**src/hw/rtl/svg_pkg.sv**
```systemverilog
package svg_pkg;

	localparam int CNT_W           = 8;
	localparam int IDX_W           = 8;
	localparam int RADIUS_W        = 24;
	localparam int PHASE_W         = 32;
	localparam int DIV_W           = CNT_W + PHASE_W;
	localparam int XY_W            = 33;
	localparam int Z_W             = 33;
	localparam int POS_W           = 25;
	localparam int CFG_IDX_W       = 8;
	localparam int CFG_DATA_W      = 24;
	localparam int FRAC_BITS_DEF   = 16;
	localparam int MAX_DIV_DEF     = 255;
	localparam int TRIG_STAGES_DEF = 16;

	localparam logic signed [XY_W-1:0] CORDIC_GAIN = 33'sd652032874;

	typedef enum logic [CFG_IDX_W-1:0] {
		REG_RADIUS   = 8'd0,
		REG_SEGMENTS = 8'd1,
		REG_RINGS    = 8'd2
	} reg_idx_t;

	typedef struct packed {
		logic [CNT_W-1:0] rem;
		logic [DIV_W-1:0] num;
		logic [DIV_W-1:0] quo;
	} div_lane_t;

	typedef struct packed {
		logic signed [XY_W-1:0] x;
		logic signed [XY_W-1:0] y;
		logic signed [Z_W-1:0]  z;
		logic [1:0]             quad;
	} rot_t;

	typedef struct packed {
		logic signed [XY_W-1:0] c;
		logic signed [XY_W-1:0] s;
	} cs_t;

	function automatic logic [31:0] atan_of(input int i);
		logic [31:0] v;
		unique case (i)
			0: v = 32'd536870912;
			1: v = 32'd316933406;
			2: v = 32'd167458907;
			3: v = 32'd85004756;
			4: v = 32'd42667331;
			5: v = 32'd21354465;
			6: v = 32'd10679838;
			7: v = 32'd5340245;
			8: v = 32'd2670163;
			9: v = 32'd1335087;
			10: v = 32'd667544;
			11: v = 32'd333772;
			12: v = 32'd166886;
			13: v = 32'd83443;
			14: v = 32'd41722;
			15: v = 32'd20861;
			16: v = 32'd10430;
			17: v = 32'd5215;
			18: v = 32'd2608;
			19: v = 32'd1304;
			20: v = 32'd652;
			21: v = 32'd326;
			22: v = 32'd163;
			23: v = 32'd81;
			default: v = 32'd0;
		endcase
		return v;
	endfunction

	// Folds the phase into the quarter turn around zero and loads the rotator.
	function automatic rot_t rot_init(input logic [PHASE_W-1:0] ph);
		rot_t        r;
		logic [31:0] sh;
		logic [31:0] zr;
		sh = ph + 32'h2000_0000;
		zr = ph - {sh[31:30], 30'd0};
		r.x = CORDIC_GAIN;
		r.y = '0;
		r.z = Z_W'($signed(zr));
		r.quad = sh[31:30];
		return r;
	endfunction

	function automatic cs_t quad_map(input rot_t r);
		cs_t o;
		unique case (r.quad)
			2'd0: begin o.c = r.x;  o.s = r.y;  end
			2'd1: begin o.c = -r.y; o.s = r.x;  end
			2'd2: begin o.c = -r.x; o.s = -r.y; end
			default: begin o.c = r.y; o.s = -r.x; end
		endcase
		return o;
	endfunction

	function automatic logic signed [XY_W-1:0] mul_q30(input logic signed [XY_W-1:0] a,
		input logic signed [XY_W-1:0] b);
		logic signed [2*XY_W-1:0] p;
		p = (2*XY_W)'(a) * (2*XY_W)'(b) + (2*XY_W)'(64'sd1 <<< 29);
		return XY_W'(p >>> 30);
	endfunction

endpackage

```
**src/hw/rtl/svg_cordic_cell.sv**
```systemverilog
module svg_cordic_cell
	import svg_pkg::*;
#(
	parameter int IDX = 0
) (
	input  logic clk,
	input  logic en,
	input  rot_t r_i,
	output rot_t r_o
);

	localparam logic signed [Z_W-1:0] ANGLE = Z_W'(atan_of(IDX));

	rot_t nxt;

	always_comb begin
		nxt.quad = r_i.quad;
		if (!r_i.z[Z_W-1]) begin
			nxt.x = r_i.x - (r_i.y >>> IDX);
			nxt.y = r_i.y + (r_i.x >>> IDX);
			nxt.z = r_i.z - ANGLE;
		end else begin
			nxt.x = r_i.x + (r_i.y >>> IDX);
			nxt.y = r_i.y - (r_i.x >>> IDX);
			nxt.z = r_i.z + ANGLE;
		end
	end

	always_ff @(posedge clk) begin
		if (en) begin
			r_o <= nxt;
		end
	end

endmodule

```
**config.mk**
```make
export PLATFORM = sky130hd
export DESIGN_NAME = svg_cordic_cell
export DESIGN_NICKNAME = d
export VERILOG_FILES = /design/src/hw/rtl/svg_pkg.sv /design/src/hw/rtl/svg_cordic_cell.sv
export SDC_FILE = /design/constraint.sdc
export NUM_CORES = 1
export LEC_CHECK = 0
export BUFFER_PORTS_ARGS = -buffer_cell sky130_fd_sc_hd__buf_4
export CAP_MARGIN = 20
export CORE_MARGIN = 2
export CORE_UTILIZATION = 56
export DETAILED_ROUTE_END_ITERATION = 7
export MAX_ROUTING_LAYER = met4
export PLACE_DENSITY = 0.83
export SLEW_MARGIN = 15
export SYNTH_ARGS = -nofsm -noshare
export SYNTH_HDL_FRONTEND = slang
export SYNTH_SLANG_ARGS = --single-unit
```
**constraint.sdc**
```tcl
create_clock -name clk -period 3.6 [get_ports clk]
set_clock_uncertainty 0.2 [all_clocks]
set_input_delay 0 -clock clk [delete_from_list [all_inputs] [get_ports clk]]
set_output_delay 0 -clock clk [all_outputs]
set_load 0.05 [all_outputs]
```
=== Word-level counts from Yosys, hierarchy flattened ===
Index checks and enable logic that the tools add are counted.

* Bits in registers: 101
* Bits of input ports: 103
* Output and inout bits: 101

* Add/subtract/negate cells: 5
* Mux-type cells: 1

{| class="wikitable"
|+ Operator list
! operator !! number
|-
| $mux 99 || 1
|-
| $sub 33x33->33 || 2
|-
| $add 33x31->33 const B || 1
|-
| $add 33x33->33 || 1
|-
| $sub 33x31->33 const B || 1
|}

=== Logic depth before layout (Yosys ltp) ===
Gate-level depths: netlist of run 1.

* Word-level depth: 2
* Mapped depth: 13
* Gate-level depth less buffers: 13

=== Worst setup path before layout of run 1 ===
OpenSTA, ideal clock, no wires.

* Path type: input to register
* From: in r_i[39] (netlist bit)
* To: reg r_o[66] (netlist bit) (data pin)
* Arrival: 2.216 ns
* Data required time: 3.132 ns
* Setup slack: 0.916 ns
* Stages on the path: 13
* Cells stage by stage: inv_1 ha_1 buf_6 and2_4 a221oi_4 a21oi_2 o21ai_2 a31oi_1 a221oi_2 o21ai_1 a2111oi_2 a211oi_1 xor2_1

{| class="wikitable"
|+ RTL lines
! element !! line !! RTL
|-
| start, declared || svg_cordic_cell.sv:8 || <nowiki>input rot_t r_i,</nowiki>
|-
| end signal, assigned || svg_cordic_cell.sv:31 || <nowiki>r_o <= nxt;</nowiki>
|-
| end, declared || svg_cordic_cell.sv:9 || <nowiki>output rot_t r_o</nowiki>
|}

==> results of run 1 <==
[report_power, final]
group | switching (mW) | internal (mW)
combinational | 1.40 | 0.711
clock | 0.461 | 0.543
sequential | 0.0699 | 1.50
[timing repair]
action / in CTS / in global routing
hold endpoints to repair: 40 / 0
endpoints found under the setup margin: 0 / 8
hold buffers: 41 / 0
resized for setup: 0 / 5
[per-layer routing]
layer	GRT usage, %	part of all wire [%]	vias up
met5	-	0	-
met4	10.0	2.6	0
met3	5.86	9.6	54
met2	54.3	46	511
met1	45.6	42	3929
li1	-	-	3879
[path summary, 6_finish.rpt]
path / startpoint / to / slack (ns)
max: r_i[36] / r_o[99]$_DFFE_PP_ / 0.1
min: en / r_o[45]$_DFFE_PP_ / -0.007
[critical path, cell delays in order]
cell and delay (ns):
dlygate4sd3_1 0.57, buf_4 0.18, inv_1 0.09, ha_1 0.33, nand2b_1 0.20, a221o_1 0.35
a21oi_4 0.18, o311ai_1 0.14, a31oi_1 0.21, nor2_1 0.12, or3_1 0.43, a41oi_2 0.26
a31oi_1 0.13, xor2_1 0.19
[area by class of cell]
type / instances / area share [%]
clock inverters: 7 / 0.672
flip-flops and latches: 100 / 26.9
well taps: 188 / 2.11
repair buffers: 266 / 18.8
multi-input cells: 712 / 46.0
clock buffers: 9 / 2.02
inverters: 106 / 3.56
[stage by stage]
step	hold slack (ns)	setup WS, ns
floorplan	-0.101	0.916
global placement	-0.0219	0.288
detailed placement	-0.0206	0.224
CTS	0.0152	0.212
global route	0.0206	0.0198
finish	-0.00658	0.0987
[layout by cell type, fill, tap and decap left out, drive strengths merged, types with 8 or more instances in the layout]
master / n
ha: 98
o21bai: 15
nor2b: 12
o211ai: 8
nand2b: 8
nor3: 18
o31ai: 11
a21oi: 112
dlygate4sd3: 41
mux2i: 12
a21boi: 8
inv: 103
nand3: 13
buf: 225
clkinv: 8
o21ai: 64
edfxtp: 100
nand4: 10
nand2: 44
nor2: 92
clkbuf: 9
xnor2: 58
a21o: 19
[kinds of logic (layout without fill, tap and decap cells)]
group	count (synthesis)	in the layout	share of synthesized area (%)
buffers and inverters	151	388	6.96
XOR/XNOR	64	64	6.43
flip-flops	100	100	34.4
adder cells (fa/ha/maj)	102	102	15.0
AO/OA/AOI/OAI	300	300	22.9
AND/OR/NAND/NOR	234	234	12.9
multiplexers	12	12	1.38
==> flow_metrics.tcl, run 1 <==
set metrics [dict create \
    status "finished with violations" \
    failed_checks "hold timing" \
    cp_max_fo 5 \
    ir_drop_uv 353 \
    core_um2 15200 \
    cp.required_ns 3.51 \
    start_util_pct 57.4 \
    p_leak_nw 4.98 \
    finalPower_mw 4.69 \
    antenna_found_initial 0 \
    synth_edf_count 100 \
    grt_max_degree 91 \
    die_y_um 129 \
    synth_common_cells "a21oi_1, edfxtp_1, inv_1" \
    fill_cells 1147 \
    tns_ns 0 \
    max-slew-margin-rel_pct 33.0 \
    finalMaxSlewViolations 0 \
    multi_input_area_um2 5140 \
    fmax_mhz 286 \
    rows 45 \
    syn_avg_cell_area_um2 9.06 \
    layoutNonFillerInstCount 1388 \
    hold_class "input port to flip-flop" \
    worstMarginPinSlew_ns 1.00 \
    cts_buffers 9 \
    post_dp_cell_area_um2 10400 \
    yosys_warnings 0 \
    nets 1400 \
    htree_levels 3 \
    hold_slack_ns -0.00658 \
    drt_pass1_iterations 6 \
    grt_overflow 0 \
    first_iter_violations 1015 \
    ios 204 \
    synth_seq_cells 100 \
    synth.top_cell.area_share_pct 34.4 \
    top_register "r_o" \
    finalWirelength_um 28400 \
    dp.cells 1331 \
    register_area_um2 3000 \
    synth-async-reset-ratio_pct 0 \
    cts.sinks 100 \
    io_buffers 203 \
    worstSetupPathType "input port to flip-flop" \
    grt_pass1_vias 7837 \
    yosys.cell_types.count 78 \
    tritoncts "yes" \
    powerDensity_nw_per_um2 419 \
    synthMostInstantiatedCell "a21oi_1" \
    post-route-util_pct 73.5 \
    dieArea_um2 16600 \
    grt_use_total_pct 34.4 \
    synthesis.nets 1168 \
    rsz0062_at_grt "false" \
    final-hold-violation-count 11 \
    cp-end-kind "flip-flop" \
    yosysTopAreaCell "edfxtp_1" \
    reg.largest.list "r_o (100)" \
    drc 0 \
    final_layout_size_suffix_gt1_share_pct 22.8 \
    worstSetupStartpointType "input port" \
    dp_hpwl_um 21000 \
    maxCapViolCount 0 \
    postCtsSetupBuffers 0 \
    setup_viol 0 \
    seq_area_frac_synth_pct 34.4 \
    dominantRegCellSynth "edfxtp_1" \
    wire_per_inst_um 20.4 \
    period_needed_ns 3.50 \
    max-clock-path-buffers 2 \
    largest_reg_flops 100 \
    syn_inst 963 \
    crit_arrival_ns 3.41 \
    antenna_cells 0 \
    postRouteAntennaNets 0 \
    worstHoldPathCells 1 \
    vias_per_cell 6.03 \
    layout_worst_path_cycle_share_pct 97.3 \
    grt_pass1_wl_um 42900 \
    syn_to_final_growth_pct 28.1 \
    synthTopCellsByArea "edfxtp_1, ha_1, a21oi_1" \
    design_area_um2 11200 \
    clkSlewWorstSetupHoldPaths_ns 0.08 \
    via_count 8373 \
    die_w_um 129 \
    syn_area_um2 8720 \
    gp_congestion 1.02 \
    root_buffer "clkbuf_16" \
]
(Power assumes the default switching activity.)
==> run 2: changes to the inputs <==
- MAX_ROUTING_LAYER: met4 -> unset
==> run 2 against run 1 <==
- the run now ends clean
- via count decreased by 0.69%
- utilization decreased by 0.41 points
- design area decreased by 0.56%
- wire length decreased by 0.78%
- combinational power about the same
- clock power decreased by 5%
- die area unchanged
- worst setup slack improved by 0.050 ns
- non-clock buffer count decreased by 5
- critical path depth unchanged
- global-route usage decreased by 1.1 points
==> flow_metrics.tcl, run 2 (synthesis results as in run 1) <==
set metrics [dict create \
    finalPower_mw 4.62 \
    crit_start "r_i[36]" \
    power_frac_seq_pct 34.0 \
    setup_viol 0 \
    cp_max_fo 5 \
    die_w_um 129 \
    postRouteAntennaNets 0 \
    design_area_um2 11100 \
    largest_reg_flops 100 \
    final-hold-violation-count 0 \
    switching_share_pct 41.9 \
    rsz0062_at_grt "false" \
    core_um2 15200 \
    crit_top_cell "a31oi_1" \
    endpoint "r_o[99]$_DFFE_PP_" \
    p_leak_nw 4.95 \
    gp_congestion 1.01 \
    ios 204 \
    max-slew-margin-rel_pct 33.6 \
    antenna_cells 0 \
    cp.required_ns 3.50 \
    powerDensity_nw_per_um2 416 \
    antenna_found_initial 0 \
    finalWirelength_um 28200 \
    hp-start "en" \
    period_needed_ns 3.45 \
    tritoncts "yes" \
    final_layout_size_suffix_gt1_share_pct 22.6 \
    path_cells "dlygate4sd3_1, buf_4, inv_1, ha_1, nand2b_1, a221o_1, a21oi_2, o311ai_1, a31oi_1, nor2_1, or3_1, a41oi_2, a31oi_1, xor2_1" \
    htree_levels 3 \
    die_y_um 129 \
    hold_class "input port to flip-flop" \
    post-route-util_pct 73.1 \
    postCtsSetupBuffers 0 \
    start_util_pct 57.4 \
    io_buffers 203 \
    status "complete, no violations" \
    post_dp_cell_area_um2 10400 \
    slowest_stage "dlygate4sd3_1" \
    final_common_cell "buf_4" \
    reg.largest.list "r_o (100)" \
    drc 0 \
    grt_pass1_wl_um 42700 \
    syn_to_final_growth_pct 27.4 \
    dieArea_um2 16600 \
    cp-end-kind "flip-flop" \
    top_register "r_o" \
    cpPeakStageDelay_ns 0.53 \
    crit_arrival_ns 3.35 \
    drt_pass1_iterations 6 \
    ir_drop_uv 244 \
    maxCapViolCount 0 \
    grt_pass1_vias 7777 \
    tns_ns 0 \
    grt_overflow 0 \
    finalMaxSlewViolations 0 \
    cts.sinks 100 \
    max-clock-path-buffers 2 \
    intPower_mw 2.68 \
    nets 1395 \
    p_switching_mw 1.94 \
    mostFrequentLayoutCells "buf_4, a21oi_1, edfxtp_1" \
    clkSlewWorstSetupHoldPaths_ns 0.07 \
    worstMarginPinSlew_ns 0.996 \
    vias_per_cell 6.01 \
    layout_worst_path_cycle_share_pct 95.9 \
    via_count 8315 \
    first_iter_violations 1072 \
    cts_buffers 9 \
    fmax_mhz 290 \
    fill_cells 1121 \
    grt_max_degree 90 \
    dp_hpwl_um 20700 \
    rows 45 \
    wire_per_inst_um 20.4 \
    power_frac_clock_pct 20.6 \
    grt_use_total_pct 33.2 \
    pwr-share-comb_pct 45.5 \
    worstSetupPathType "input port to flip-flop" \
    root_buffer "clkbuf_16" \
    worstSetupStartpointType "input port" \
]
-- run 2: per-stage QoR --
stage | hold WS, ns | setup slack (ns) | cells
finish | 0.0151 | 0.148 | 1383
global route | 0.0443 | 0.00306 | 1383
CTS | 0.0192 | 0.203 | 1383
detailed placement | -0.0208 | 0.108 | 1327
global placement | -0.0222 | 0.161 | 1327
floorplan | -0.101 | 0.916 | 963
-- run 2: power groups by stage --
| stage | Sequential (mW) | Combinational, mW | Clock, mW |
|---|---|---|---|
| after floorplan | 2.14 | 0.794 | 0 |
| after global placement | 1.58 | 1.99 | 0 |
| after detailed placement | 1.59 | 2.00 | 0 |
| after CTS | 1.56 | 2.05 | 0.949 |
| after global routing | 1.58 | 2.21 | 1.00 |
| final | 1.57 | 2.10 | 0.950 |
-- run 2: timing repair --
item,4_1_cts,5_1_grt
setup endpoints to repair,0,9
hold buffers,40,0
gates resized for setup,0,3
hold endpoints to repair,40,0
-- run 2: worst min path at each step --
stage / slack [ns] / endpoint / cells past startpoint
final: 0.02 / r_o[82]$_DFFE_PP_ / 1
after global routing: 0.04 / r_o[45]$_DFFE_PP_ / 1
after CTS: 0.02 / r_o[79]$_DFFE_PP_ / 1
after detailed placement: -0.02 / r_o[13]$_DFFE_PP_ / 1
after global placement: -0.02 / r_o[18]$_DFFE_PP_ / 1
after floorplan: -0.10 / r_o[0]$_DFFE_PP_ / 0
-- run 2: layout make-up --
cell class / count / area, um2 / area share, %
Clock buffer: 9 / 225 / 2.03
Clock inverter: 7 / 56.3 / 0.507
Inverter: 106 / 398 / 3.58
Multi-Input combinational cell: 712 / 5130 / 46.2
Sequential cell: 100 / 3000 / 27.0
Tap cell: 188 / 235 / 2.12
Timing Repair Buffer: 261 / 2060 / 18.5
-- run 2: metal layers --
metal | global-route usage [%] | share of wire [%]
met1 | 45.5 | 41
met5 | 0 | 0
met2 | 53.6 | 46
met4 | 10.2 | 2.6
met3 | 6.40 | 10
-- run 2: critical path: cells and delay by family --
family                   cells  cell delay [ns]
adder cells (fa/ha/maj)      1             0.33
AND/OR/NAND/NOR              3             0.74
AO/OA/AOI/OAI                6             1.31
XOR/XNOR                     1             0.19
buffers and inverters        3             0.76
