--- src/hw/rtl/svg_pkg.sv ---
package svg_pkg;

	localparam int CNT_W           = 8;
	localparam int IDX_W           = 8;
	localparam int RADIUS_W        = 24;
	localparam int PHASE_W         = 32;
	localparam int DIV_W           = CNT_W + PHASE_W;
	localparam int XY_W            = 33;
	localparam int Z_W             = 33;
	localparam int POS_W           = 25;
	localparam int CFG_IDX_W       = 8;
	localparam int CFG_DATA_W      = 24;
	localparam int FRAC_BITS_DEF   = 16;
	localparam int MAX_DIV_DEF     = 255;
	localparam int TRIG_STAGES_DEF = 16;

	localparam logic signed [XY_W-1:0] CORDIC_GAIN = 33'sd652032874;

	typedef enum logic [CFG_IDX_W-1:0] {
		REG_RADIUS   = 8'd0,
		REG_SEGMENTS = 8'd1,
		REG_RINGS    = 8'd2
	} reg_idx_t;

	typedef struct packed {
		logic [CNT_W-1:0] rem;
		logic [DIV_W-1:0] num;
		logic [DIV_W-1:0] quo;
	} div_lane_t;

	typedef struct packed {
		logic signed [XY_W-1:0] x;
		logic signed [XY_W-1:0] y;
		logic signed [Z_W-1:0]  z;
		logic [1:0]             quad;
	} rot_t;

	typedef struct packed {
		logic signed [XY_W-1:0] c;
		logic signed [XY_W-1:0] s;
	} cs_t;

	function automatic logic [31:0] atan_of(input int i);
		logic [31:0] v;
		unique case (i)
			0: v = 32'd536870912;
			1: v = 32'd316933406;
			2: v = 32'd167458907;
			3: v = 32'd85004756;
			4: v = 32'd42667331;
			5: v = 32'd21354465;
			6: v = 32'd10679838;
			7: v = 32'd5340245;
			8: v = 32'd2670163;
			9: v = 32'd1335087;
			10: v = 32'd667544;
			11: v = 32'd333772;
			12: v = 32'd166886;
			13: v = 32'd83443;
			14: v = 32'd41722;
			15: v = 32'd20861;
			16: v = 32'd10430;
			17: v = 32'd5215;
			18: v = 32'd2608;
			19: v = 32'd1304;
			20: v = 32'd652;
			21: v = 32'd326;
			22: v = 32'd163;
			23: v = 32'd81;
			default: v = 32'd0;
		endcase
		return v;
	endfunction

	// Folds the phase into the quarter turn around zero and loads the rotator.
	function automatic rot_t rot_init(input logic [PHASE_W-1:0] ph);
		rot_t        r;
		logic [31:0] sh;
		logic [31:0] zr;
		sh = ph + 32'h2000_0000;
		zr = ph - {sh[31:30], 30'd0};
		r.x = CORDIC_GAIN;
		r.y = '0;
		r.z = Z_W'($signed(zr));
		r.quad = sh[31:30];
		return r;
	endfunction

	function automatic cs_t quad_map(input rot_t r);
		cs_t o;
		unique case (r.quad)
			2'd0: begin o.c = r.x;  o.s = r.y;  end
			2'd1: begin o.c = -r.y; o.s = r.x;  end
			2'd2: begin o.c = -r.x; o.s = -r.y; end
			default: begin o.c = r.y; o.s = -r.x; end
		endcase
		return o;
	endfunction

	function automatic logic signed [XY_W-1:0] mul_q30(input logic signed [XY_W-1:0] a,
		input logic signed [XY_W-1:0] b);
		logic signed [2*XY_W-1:0] p;
		p = (2*XY_W)'(a) * (2*XY_W)'(b) + (2*XY_W)'(64'sd1 <<< 29);
		return XY_W'(p >>> 30);
	endfunction

endpackage

--- src/hw/rtl/svg_div_cell.sv ---
module svg_div_cell
	import svg_pkg::*;
(
	input  logic             clk,
	input  logic             en,
	input  logic [CNT_W-1:0] cnt,
	input  div_lane_t        d_i,
	output div_lane_t        d_o
);

	logic [CNT_W:0] trial;
	logic           ge;
	div_lane_t      nxt;

	always_comb begin
		trial = {d_i.rem, d_i.num[DIV_W-1]};
		ge = trial >= {1'b0, cnt};
		nxt.rem = ge ? CNT_W'(trial - {1'b0, cnt}) : trial[CNT_W-1:0];
		nxt.num = {d_i.num[DIV_W-2:0], 1'b0};
		nxt.quo = {d_i.quo[DIV_W-2:0], ge};
	end

	always_ff @(posedge clk) begin
		if (en) begin
			d_o <= nxt;
		end
	end

endmodule

--- config.mk ---
export PLATFORM = sky130hd
export DESIGN_NAME = svg_div_cell
export DESIGN_NICKNAME = d
export VERILOG_FILES = /design/src/hw/rtl/svg_pkg.sv /design/src/hw/rtl/svg_div_cell.sv
export SDC_FILE = /design/constraint.sdc
export NUM_CORES = 1
export LEC_CHECK = 0
export CORE_UTILIZATION = 51
export CTS_CLUSTER_DIAMETER = 30
export DETAILED_ROUTE_END_ITERATION = 8
export DONT_BUFFER_PORTS = 1
export PLACE_DENSITY_LB_ADDON = 0.15
export RECOVER_POWER = 25
export SLEW_MARGIN = 20
export SYNTH_ARGS = -nofsm -noshare
export SYNTH_HDL_FRONTEND = slang
export SYNTH_SLANG_ARGS = --single-unit
--- constraint.sdc ---
create_clock -name clk -period 2.7 [get_ports clk]
set_input_delay 0.675 -clock clk [delete_from_list [all_inputs] [get_ports clk]]
set_output_delay 0.675 -clock clk [all_outputs]
set_load 0.01 [all_outputs]
After elaboration in Yosys (flattened, before gate mapping)
Index checks and enable logic that the tools add are counted.
{ "op_classes": {"muxes": 1, "order_cmp": 1, "addsub": 1} }
{ "ops": {"columns": ["operator", "count"], "rows": [
  ["$ge 9x8->1", 1],
  ["$mux 8", 1],
  ["$sub 8x8->8", 1]
]} }
{ "word_totals": {"ff_bits": 87, "inputBits": 98, "elab_cells": 6} }

Longest topological paths before layout
Gate-level depths: netlist of the first run.
{ "logic_depth": {"ltp_word": 2, "ltp_mapped": 9, "depth_no_buf": 8} }

Least setup slack after synthesis of the first run
OpenSTA, ideal clock, no wires.
{ "synth_path": {"path_type": "input to register", "start": "input port cnt[6]", "end": "register d_o[82] (netlist name), data pin", "setup_time_ps": 260, "cell_stages": 7, "path_slack_ps": 229, "n_path_buf": 1, "arrival_ps": 2211, "required_time_ps": 2440, "path_cell_list": "inv_1 > ha_1 > a21o_1 > a2111oi_2 > o21a_1 > buf_6 > mux2_4"} }
{ "synth_lines": {"columns": ["element", "line_no", "text"], "rows": [
  ["start, declared", "svg_div_cell.sv:6", "input logic [CNT_W-1:0] cnt,"],
  ["end signal, assigned", "svg_div_cell.sv:25", "d_o <= nxt;"],
  ["end, declared", "svg_div_cell.sv:8", "output div_lane_t d_o"]
]} }

==> summary.md, run 1 <==
| Metric | Value |
|---|---|
| Outcome | `finished clean` |
| Worst setup EP type | `register` |
| WS Path Type | `input port to register` |
| ANT nets after route | `0` |
| Largest cells by area after synthesis | `edfxtp_1 83%, ha_1 3.2%, mux2_4 2.8%, inv_1 1.4%, xnor2_1 0.83%` |
| Clock transition at path regs | `approximately 0.090 ns` |
| Multi-input logic area | `~480 µm²` |
| Cell Rows | `28` |
| Via/cell ratio | `about 5.6` |
| Top flop regs | `d_o x87` |
| Leakage power | `roughly 1.2 nW` |
| Seq cells post-synth | `87` |
| Initial DRC count | `73` |
| Hold Path Cell Cnt | `0` |
| Synthesized Nets | `262` |
| Unrepaired setup endpoints after global routing | `no` |
| Pin count of the biggest net entering global routing | `88` |
| Antenna Cells | `0` |
| Number of global-route vias before repair | `around 1300` |
| First-pass GRT wire length | `between 7000 and 8000 µm` |
| Final non-filler cell total | `approximately 250` |
| Total I/O pin count | `between 150 and 200` |
| WP data required | `roughly 2.8 ns` |
| Tcrit/Tclk final | `0.867` |
| Crit path DAT | `about 2.4 ns` |
| Netlist cell types | `31` |
| I/O Buffers | `0` |
| Syn avg cell area | `20.4 µm²` |
| Clock buffer depth | `2` |
| Pins over their slew limit | `0` |
| Hold worst-path end | `d_o[28]$_DFFE_PP_` |
| Worst vdd ir | `0.367 mV` |
| Drt pass-1 iters | `5` |
| Nets@finish | `273` |
| Seq/Total Area, Yosys | `0.826` |
| Max FFs per register | `87` |
| Power per cell area | `794 nW/µm²` |
| Initial antenna violation count | `0` |
| Die Wd | `80.8 µm` |
| Final setup vio count | `0` |
| Largest register by flop count | `d_o` |
| RD Place Congestion | `roughly 0.8` |
| Hold crit path type | `input port to register` |
| Die Height | `just over 80 µm` |
| Share of cells above drive strength 1 | `0.164` |
| Setup bufs post-CTS | `0` |
| Drt wl/cell | `around 23 µm` |
| Gate Count Post-Synth | `155` |
| H-tree Lvls | `3` |
| Hold Fails Final Rpt | `0` |
| Routed vias | `around 1400` |
| Area growth, synth to finish | `9.30%` |
| Core area | `5960 µm²` |
| Die area | `around 6500 µm²` |
| Min-delay src | `d_i[27]` |
| Remaining routing DRC violations | `0` |
| Startpoint types | `input port` |
| GRT overflow | `0` |
| CTS Hold Bufs | `0` |
| Worst Path Max Fanout | `3` |
| Top cell type's share of synthesized area | `0.826` |
| Total wire length | `around 5700 µm` |
| Worst hold slack | `a little over 0.4 ns` |
| Total CTS buffers | `9` |
| Fmax | `between 400 and 500 MHz` |
| Cell count after placement | `230` |
| Flip-flop and latch area | `~2600 µm²` |
| Minimum clock period | `~2.3 ns` |
| Ys Warns | `0` |
| Setup TNS | `0 ns` |
| Area leader, netlist | `edfxtp_1` |
| Num Clock Sinks | `87` |
| CTS tree | `yes` |
| Synthesized area | `~3200 µm²` |
| Resize count post-CTS | `0` |
| Global Route Usage Sum | `0.165` |
| Clock root buffer | `clkbuf_8` |
| Filler cells | `428` |
| Initial Util | `0.531` |
| Maxcap violations | `0` |
| Detail Placement HPWL | `4230 µm` |
-- worst max-delay path, cell delays in order --
cell and delay (ns):
inv_1 0.03, ha_1 0.20, fa_1 0.42, nor2b_1 0.19, o31a_1 0.23, nor4_1 0.08
a311o_1 0.34, mux2_4 0.27
-- placed cells by master (no fill, tap or decap), types with 2 or more instances in the layout --
cell        instances
mux2i_1             2
ha_1                8
nand3_1             2
xnor2_1             3
inv_6               2
nor2_1              4
o21ai_0             2
mux2_4              6
nand2b_1            2
nor3_1              3
inv_1              12
clkbuf_8            9
buf_4               2
clkinvlp_4          2
a21o_1              2
o21a_1              2
edfxtp_1           87
a21oi_1             2
-- Yosys cell counts (all sizes together) --
master and count:
nor2b 1, a2111oi 1, o311a 1, fa 1, nor3b 1, a211oi 2
nor3 3, buf 3, conb 1, nor4 1, inv 12, nand3 2
a21o 3, a31oi 1, mux2 6, o21ai 2, nand2 1, nor2 4
xnor2 3, o21a 2, edfxtp 87, a211o 1, ha 8, o31a 1
a311o 1, mux2i 2, nand2b 2, a21oi 2
-- cells by family (layout without fill, tap and decap cells) --
family,Yosys count,count (layout),synth area share
buf+inv,15,31,0.0237
mux,8,8,0.0348
compound gates,17,17,0.0439
xor+xnor,3,3,0.00831
fa+ha+maj,9,9,0.0380
other cells,1,1,0.00119
flops,87,87,0.826
simple gates,15,15,0.0241
-- how the worst max path moves through the flow --
| stage | from | end | slack [ns] | cells after the start |
|---|---|---|---|---|
| 6_report | d_i[79] | d_o[86]$_DFFE_PP_ | 0.36 | 8 |
| 3_3_place_gp | d_i[79] | d_o[86]$_DFFE_PP_ | 0.14 | 8 |
| 4_1_cts | d_i[79] | d_o[86]$_DFFE_PP_ | 0.42 | 8 |
| 2_1_floorplan | cnt[6] | d_o[82]$_DFFE_PP_ | 0.23 | 7 |
| 3_5_place_dp | d_i[79] | d_o[86]$_DFFE_PP_ | 0.05 | 8 |
| 5_1_grt | d_i[79] | d_o[86]$_DFFE_PP_ | 0.34 | 8 |
-- layout make-up --
type                            count  share of cell area
Multi-Input combinational cell     53               0.138
Clock inverter                      7              0.0206
Tap cell                           75              0.0271
Clock buffer                        9              0.0358
Timing Repair Buffer                3              0.0101
Sequential cell                    87               0.756
Inverter                           12              0.0130
-- stage by stage --
stage	setup WS, ns	cell area [µm²]	utilization	power, W
final	0.360	3460	0.580	0.00275
after global routing	0.337	3460	0.580	0.00284
after CTS	0.418	3460	0.580	0.00277
after detailed placement	0.0528	3260	0.548	0.00191
after global placement	0.138	3260	0.548	0.00190
after floorplan	0.229	3160	-	0.00187
-- where the power goes --
| part | internal, W | switching, W | leakage, nW |
|---|---|---|---|
| registers | 0.00163 | 0.000107 | 0.852 |
| logic | 0.0000794 | 0.0000663 | 0.290 |
| clock network | 0.000429 | 0.000439 | 0.0937 |
| total | 0.00213 | 0.000612 | 1.24 |
-- routing by layer --
metal | part of all wire | global-route usage
met1 | 0.35 | 0.163
met2 | 0.53 | 0.285
met3 | 0.092 | 0.0910
met4 | 0.022 | 0.0732
met5 | 0 | 0
Power figures use the tool's default switching activity.
==> inputs of run 2 (changes only) <==
--- a/config.mk
+++ b/config.mk
@@ -7,6 +7,7 @@
 export LEC_CHECK = 0
 export CORE_UTILIZATION = 51
 export CTS_CLUSTER_DIAMETER = 30
+export CTS_CLUSTER_SIZE = 25
 export DETAILED_ROUTE_END_ITERATION = 8
 export DONT_BUFFER_PORTS = 1
 export PLACE_DENSITY_LB_ADDON = 0.15
==> constraint.sdc (replaced) <==
create_clock -name clk -period 2 [get_ports clk]
set_input_delay 0.5 -clock clk [delete_from_list [all_inputs] [get_ports clk]]
set_output_delay 0.5 -clock clk [all_outputs]
set_load 0.01 [all_outputs]
==> run 2 against run 1 <==
Compared with the run above:
- worst setup slack worse by 0.30 ns
- core utilization up 3.0 points
- sequential power up 35%
- wire length up 9.3%
- largest power group unchanged
- first-iteration DRC count down 18%
- combinational power up 63%
- via count up 3.5%
- final cell count up 5.3%
- clock-buffer cell count unchanged
- non-clock buffer count up 13
- critical path type unchanged
==> summary.md, run 2 (same netlist as run 1, synthesis figures left out) <==
| Metric | Value |
|---|---|
| Die Wd | `80.8 µm (unchanged)` |
| CP Buf/Inv Count | `1 (unchanged)` |
| Core area | `5960 µm² (unchanged)` |
| Area growth, synth to finish | `15.0%` |
| Pins over their slew limit | `0 (unchanged)` |
| Placed inst area | `3400 µm² (+4.3%)` |
| Cell Rows | `28 (unchanged)` |
| Drt wl/cell | `24.1 µm (+3.9%)` |
| GRT overflow | `0 (unchanged)` |
| I/O Buffers | `0 (unchanged)` |
| Setup TNS | `0 ns (unchanged)` |
| Most frequent cells in the layout | `87 x edfxtp_1, 15 x buf_4, 10 x inv_1` |
| Via/cell ratio | `5.53 (-1.7%)` |
| Total CTS buffers | `9 (unchanged)` |
| Num Clock Sinks | `87 (unchanged)` |
| H-tree Lvls | `3 (unchanged)` |
| Startpoint types | `input port` |
| Worst setup EP type | `register` |
| Worst vdd ir | `0.612 mV (+67%)` |
| Final setup vio count | `0 (unchanged)` |
| Outcome | `finished clean` |
| Final setup margin | `0.0588 ns (-0.301 ns)` |
| Total I/O pin count | `186 (unchanged)` |
| Total wire length | `6240 µm (+9.3%)` |
| Final non-filler cell total | `259 (+5.3%)` |
| Hold Fails Final Rpt | `0 (unchanged)` |
| Hold crit path type | `input port to register` |
| Top flop regs | `d_o x87` |
| Crit path launch | `d_i[79]` |
| Crit-path cells | `inv_12 > ha_4 > fa_2 > nor2b_2 > o31a_1 > nor4_1 > a311o_1 > mux2_4` |
| Routed vias | `1432 (+3.5%)` |
| Maxcap violations | `0 (unchanged)` |
| Clock buffer depth | `2 (unchanged)` |
| Worst Path Max Fanout | `3 (unchanged)` |
| Critical-path top delay cell | `fa_2` |
| Post-route cell area | `3640 µm² (+5.2%)` |
| Post-Place Worst Slack | `-0.309 ns (-0.361 ns)` |
| Fmax | `a little over 500 MHz` |
| Global Route Usage Sum | `0.182 (+0.0161)` |
| Share of cells above drive strength 1 | `0.261 (+0.0971)` |
| Die area | `6520 µm² (unchanged)` |
| Largest delay share family, worst path | `adder cells` |
| Detail Placement HPWL | `4710 µm (+12%)` |
| Power per cell area | `1080 nW/µm² (+36%)` |
| WP data required | `2.10 ns (-0.70 ns)` |
| Largest register by flop count | `d_o` |
| Pin count of the biggest net entering global routing | `88 (unchanged)` |
| First-pass GRT wire length | `8110 µm (+11%)` |
| Minimum clock period | `between 1.5 and 2 ns` |
| Cell count after placement | `243 (+5.7%)` |
| Initial DRC count | `60 (-18%)` |
| Drt pass-1 iters | `6 (+1)` |
| Max FFs per register | `87 (unchanged)` |
| Leakage power | `1.32 nW (+7.3%)` |
| CTS tree | `yes` |
| Number of global-route vias before repair | `1440 (+15%)` |
| Hold Path Cell Cnt | `0 (unchanged)` |
| WS Path Type | `input port to register` |
| Clock root buffer | `clkbuf_8` |
| Die Height | `80.8 µm (unchanged)` |
| Tcrit/Tclk final | `0.971` |
| Nets@finish | `286 (+4.8%)` |
| Commonest non-fill, non-tap cell in the layout | `edfxtp_1` |
| Initial antenna violation count | `0 (unchanged)` |
| RD Place Congestion | `0.784 (-2.7%)` |
| Crit path DAT | `2.04 ns (-0.40 ns)` |
| Max incr delay on CP | `0.40 ns (-0.02 ns)` |
| Remaining routing DRC violations | `0 (unchanged)` |
| Antenna Cells | `0 (unchanged)` |
| Initial Util | `0.531 (unchanged)` |
| ANT nets after route | `0 (unchanged)` |
| Setup bufs post-CTS | `0 (unchanged)` |
| Hold worst-path end | `d_o[16]$_DFFE_PP_` |
| Min-delay src | `d_i[15]` |
| Unrepaired setup endpoints after global routing | `no` |
| Clock transition at path regs | `0.09 ns (about the same)` |
## run 2: cell count changes in the layout (fill, tap and decap cells not counted), sizes merged
cell and change:
clkinv +2, buf +13, inv -1, bufinv +1, clkinvlp -2
## run 2: metrics by stage
stage                     hold slack [ns]   util  power, W
after detailed placement            0.599  0.571   0.00263
after CTS                           0.228  0.610   0.00395
after floorplan                     0.599      -   0.00253
after global placement              0.599  0.571   0.00261
final                               0.245  0.611   0.00392
after global routing                0.218  0.611   0.00406
## run 2: repair_timing
action | in CTS | in global routing
hold buffers | 0 | 0
gates resized for setup | 0 | 1
setup endpoints to repair | 0 | 1
## run 2: worst max path at each step
| stage | to | cells after the start |
|---|---|---|
| after detailed placement | d_o[86]$_DFFE_PP_ | 8 |
| final | d_o[86]$_DFFE_PP_ | 8 |
| after global routing | d_o[86]$_DFFE_PP_ | 8 |
| after floorplan | d_o[86]$_DFFE_PP_ | 8 |
| after global placement | d_o[86]$_DFFE_PP_ | 8 |
| after CTS | d_o[86]$_DFFE_PP_ | 8 |
## run 2: where the power goes
group | switching, W | internal (W) | leakage, nW | total (W)
logic | 0.0000984 | 0.000140 | 0.357 | 0.000238
clock network | 0.000617 | 0.000720 | 0.117 | 0.00134
registers | 0.000148 | 0.00220 | 0.852 | 0.00234
## run 2: per-layer routing
layer  track usage  share of wire  up-vias
met3        0.0719          0.089        8
met4        0.0804         0.0077        0
met1         0.185           0.36      691
li1              -              -      644
met5             0              0        -
met2         0.326           0.54       89
## run 2: final cells by class
type                       count  area, µm²
tap                           75       93.8
inverter                      12       60.1
clock buffer                   9        124
timing repair buffer          16        133
sequential                    87       2610
multi-input combinational     53        505
fill                         442       2320
clock inverter                 7        108
==> inputs of run 3 (changes only) <==
--- a/config.mk
+++ b/config.mk
@@ -5,7 +5,7 @@
 export SDC_FILE = /design/constraint.sdc
 export NUM_CORES = 1
 export LEC_CHECK = 0
-export CORE_UTILIZATION = 51
+export CORE_UTILIZATION = 55
 export CTS_CLUSTER_DIAMETER = 30
 export CTS_CLUSTER_SIZE = 25
 export DETAILED_ROUTE_END_ITERATION = 8
==> run 3 against run 2 <==
Compared with the run above:
- combinational power shrank 4%
- core utilization grew 4.2 points
- via count grew 1.9%
- wire length shrank 1.8%
- first-iteration DRC count grew 37%
- highest routed layer unchanged
==> summary.md, run 3 (same netlist as run 1, synthesis figures left out) <==
| Metric | Value |
|---|---|
| Outcome | `finished clean` |
| Core area | `5540 µm² (-7.0%)` |
| Top flop regs | `d_o x87` |
| Cell Rows | `27 (-3.6%)` |
| Setup bufs post-CTS | `0 (unchanged)` |
| Crit-path cells | `inv_12 > ha_4 > fa_2 > nor2b_1 > o31a_1 > nor4_1 > a311o_1 > mux2_4` |
| Filler cells | `390 (-12%)` |
| GRT overflow | `0 (unchanged)` |
| Hold Fails Final Rpt | `0 (unchanged)` |
| Num Clock Sinks | `87 (unchanged)` |
| Hold Path Cell Cnt | `0 (unchanged)` |
| Total wire length | `6130 µm (-1.8%)` |
| Total power | `0.00387 W (-1.2%)` |
| Multi-input logic area | `503 µm² (-0.50%)` |
| Total I/O pin count | `186 (unchanged)` |
| ANT nets after route | `0 (unchanged)` |
| Minimum clock period | `1.94 ns (-0.00124 ns)` |
| Worst vdd ir | `0.487 mV (-20%)` |
| Resize count post-CTS | `0 (unchanged)` |
| Remaining routing DRC violations | `0 (unchanged)` |
| Max incr delay on CP | `0.40 ns (about the same)` |
| Total CTS buffers | `9 (unchanged)` |
| Drt wl/cell | `23.8 µm (-1.1%)` |
| Area growth, synth to finish | `14.2%` |
| Setup TNS | `0 ns (unchanged)` |
| Antenna Cells | `0 (unchanged)` |
| Post-Place Worst Slack | `-0.300 ns (+0.00848 ns)` |
| Pins over their slew limit | `0 (unchanged)` |
| Flip-flop and latch area | `2610 µm² (unchanged)` |
| Drt pass-1 iters | `4 (-2)` |
| Max FFs per register | `87 (unchanged)` |
| Commonest non-fill, non-tap cell in the layout | `edfxtp_1` |
| Nets@finish | `287 (+0.35%)` |
| Routed vias | `1459 (+1.9%)` |
| Startpoint types | `input port` |
| Critical-path top delay cell | `fa_2` |
| Tcrit/Tclk final | `0.970 (about the same)` |
| Unrepaired setup endpoints after global routing | `no` |
| Fmax | `515 MHz (about the same)` |
| Hold crit path type | `input port to register` |
| CTS tree | `yes` |
| Die area | `6060 µm² (-7.1%)` |
| Maxcap violations | `0 (unchanged)` |
| Final setup margin | `0.0600 ns (+0.00124 ns)` |
| Worst Path Max Fanout | `3 (unchanged)` |
| WS Path Type | `input port to register` |
| Worst setup EP type | `register` |
| Final setup vio count | `0 (unchanged)` |
| Worst hold slack | `0.250 ns (+0.00424 ns)` |
| Via/cell ratio | `5.68 (+2.7%)` |
| Die Wd | `77.8 µm (-3.6%)` |
| Largest register by flop count | `d_o` |
| Initial antenna violation count | `0 (unchanged)` |
| Share of cells above drive strength 1 | `0.254 (-0.00682)` |
| Pin count of the biggest net entering global routing | `88 (unchanged)` |
| CTS Hold Bufs | `0 (unchanged)` |
| Initial DRC count | `82 (+37%)` |
| Die Height | `77.8 µm (-3.6%)` |
| First-pass GRT wire length | `8630 µm (+6.4%)` |
| H-tree Lvls | `3 (unchanged)` |
| WP data required | `2.09 ns (about the same)` |
| Clock root buffer | `clkbuf_8` |
| Clock buffer depth | `2 (unchanged)` |
| Clock transition at path regs | `0.09 ns (about the same)` |
| I/O Buffers | `0 (unchanged)` |
| Number of global-route vias before repair | `1394 (-3.2%)` |
| Leakage power | `1.31 nW (-1.0%)` |
| RD Place Congestion | `0.711 (-9.3%)` |
| Initial Util | `0.571 (+0.0398)` |
| Power per cell area | `1070 nW/µm² (-0.62%)` |
| Detail Placement HPWL | `4680 µm (-0.68%)` |
| Crit path DAT | `2.03 ns (about the same)` |
| Global Route Usage Sum | `0.206 (+0.0245)` |
| Most frequent cells in the layout | `87 x edfxtp_1, 17 x buf_4, 10 x inv_1` |
## run 3: cell count changes in the layout (fill, tap and decap cells not counted)
| cell | delta |
|---|---|
| buf_4 | +2 |
| clkinv_4 | -2 |
| clkinvlp_4 | +2 |
| buf_12 | -1 |
| clkbuf_1 | +1 |
| clkinv_2 | -1 |
| clkinv_8 | -1 |
| inv_6 | +1 |
| nor2b_1 | +1 |
| nor2b_2 | -1 |
## run 3: final timing paths
check,start,slack [ns],end
worst max-delay path,d_i[79],0.06,d_o[86]$_DFFE_PP_
worst min-delay path,d_i[61],0.25,d_o[62]$_DFFE_PP_
## run 3: worst max-delay path, delay by kind of cell
kind            cells  cell delay (ns)
compound gates      2             0.48
fa+ha+maj           2             0.55
buf+inv             1             0.01
simple gates        2             0.23
mux                 1             0.27
## run 3: per-stage QoR
| stage | cell area (µm²) | util | cells |
|---|---|---|---|
| floorplan | 3210 | - | 155 |
| global placement | 3390 | 0.612 | 241 |
| detailed placement | 3390 | 0.612 | 241 |
| CTS | 3610 | 0.652 | 257 |
| global route | 3610 | 0.652 | 257 |
| finish | 3610 | 0.652 | 257 |
## run 3: final cells by class
type                    instances  area share
multi-input cells              53       0.139
well taps                      72      0.0249
clock inverters                 6      0.0256
flip-flops and latches         87       0.723
inverters                      12      0.0166
repair buffers                 17      0.0353
clock buffers                  10      0.0353
## run 3: report_power, final
group / total [W] / switching, W / internal (W) / leakage, nW
sequential: 0.00235 / 0.000151 / 0.00220 / 0.852
combinational: 0.000229 / 0.0000936 / 0.000135 / 0.356
clock: 0.00129 / 0.000583 / 0.000712 / 0.104
total: 0.00387 / 0.000827 / 0.00304 / 1.31
## run 3: metal layers
metal / wire, µm / up-vias / GRT usage
met4: 137 / 0 / 0.109
li1: - / 649 / -
met3: 465 / 13 / 0.0671
met5: 0 / - / 0
met1: 2320 / 704 / 0.241
met2: 3210 / 93 / 0.339
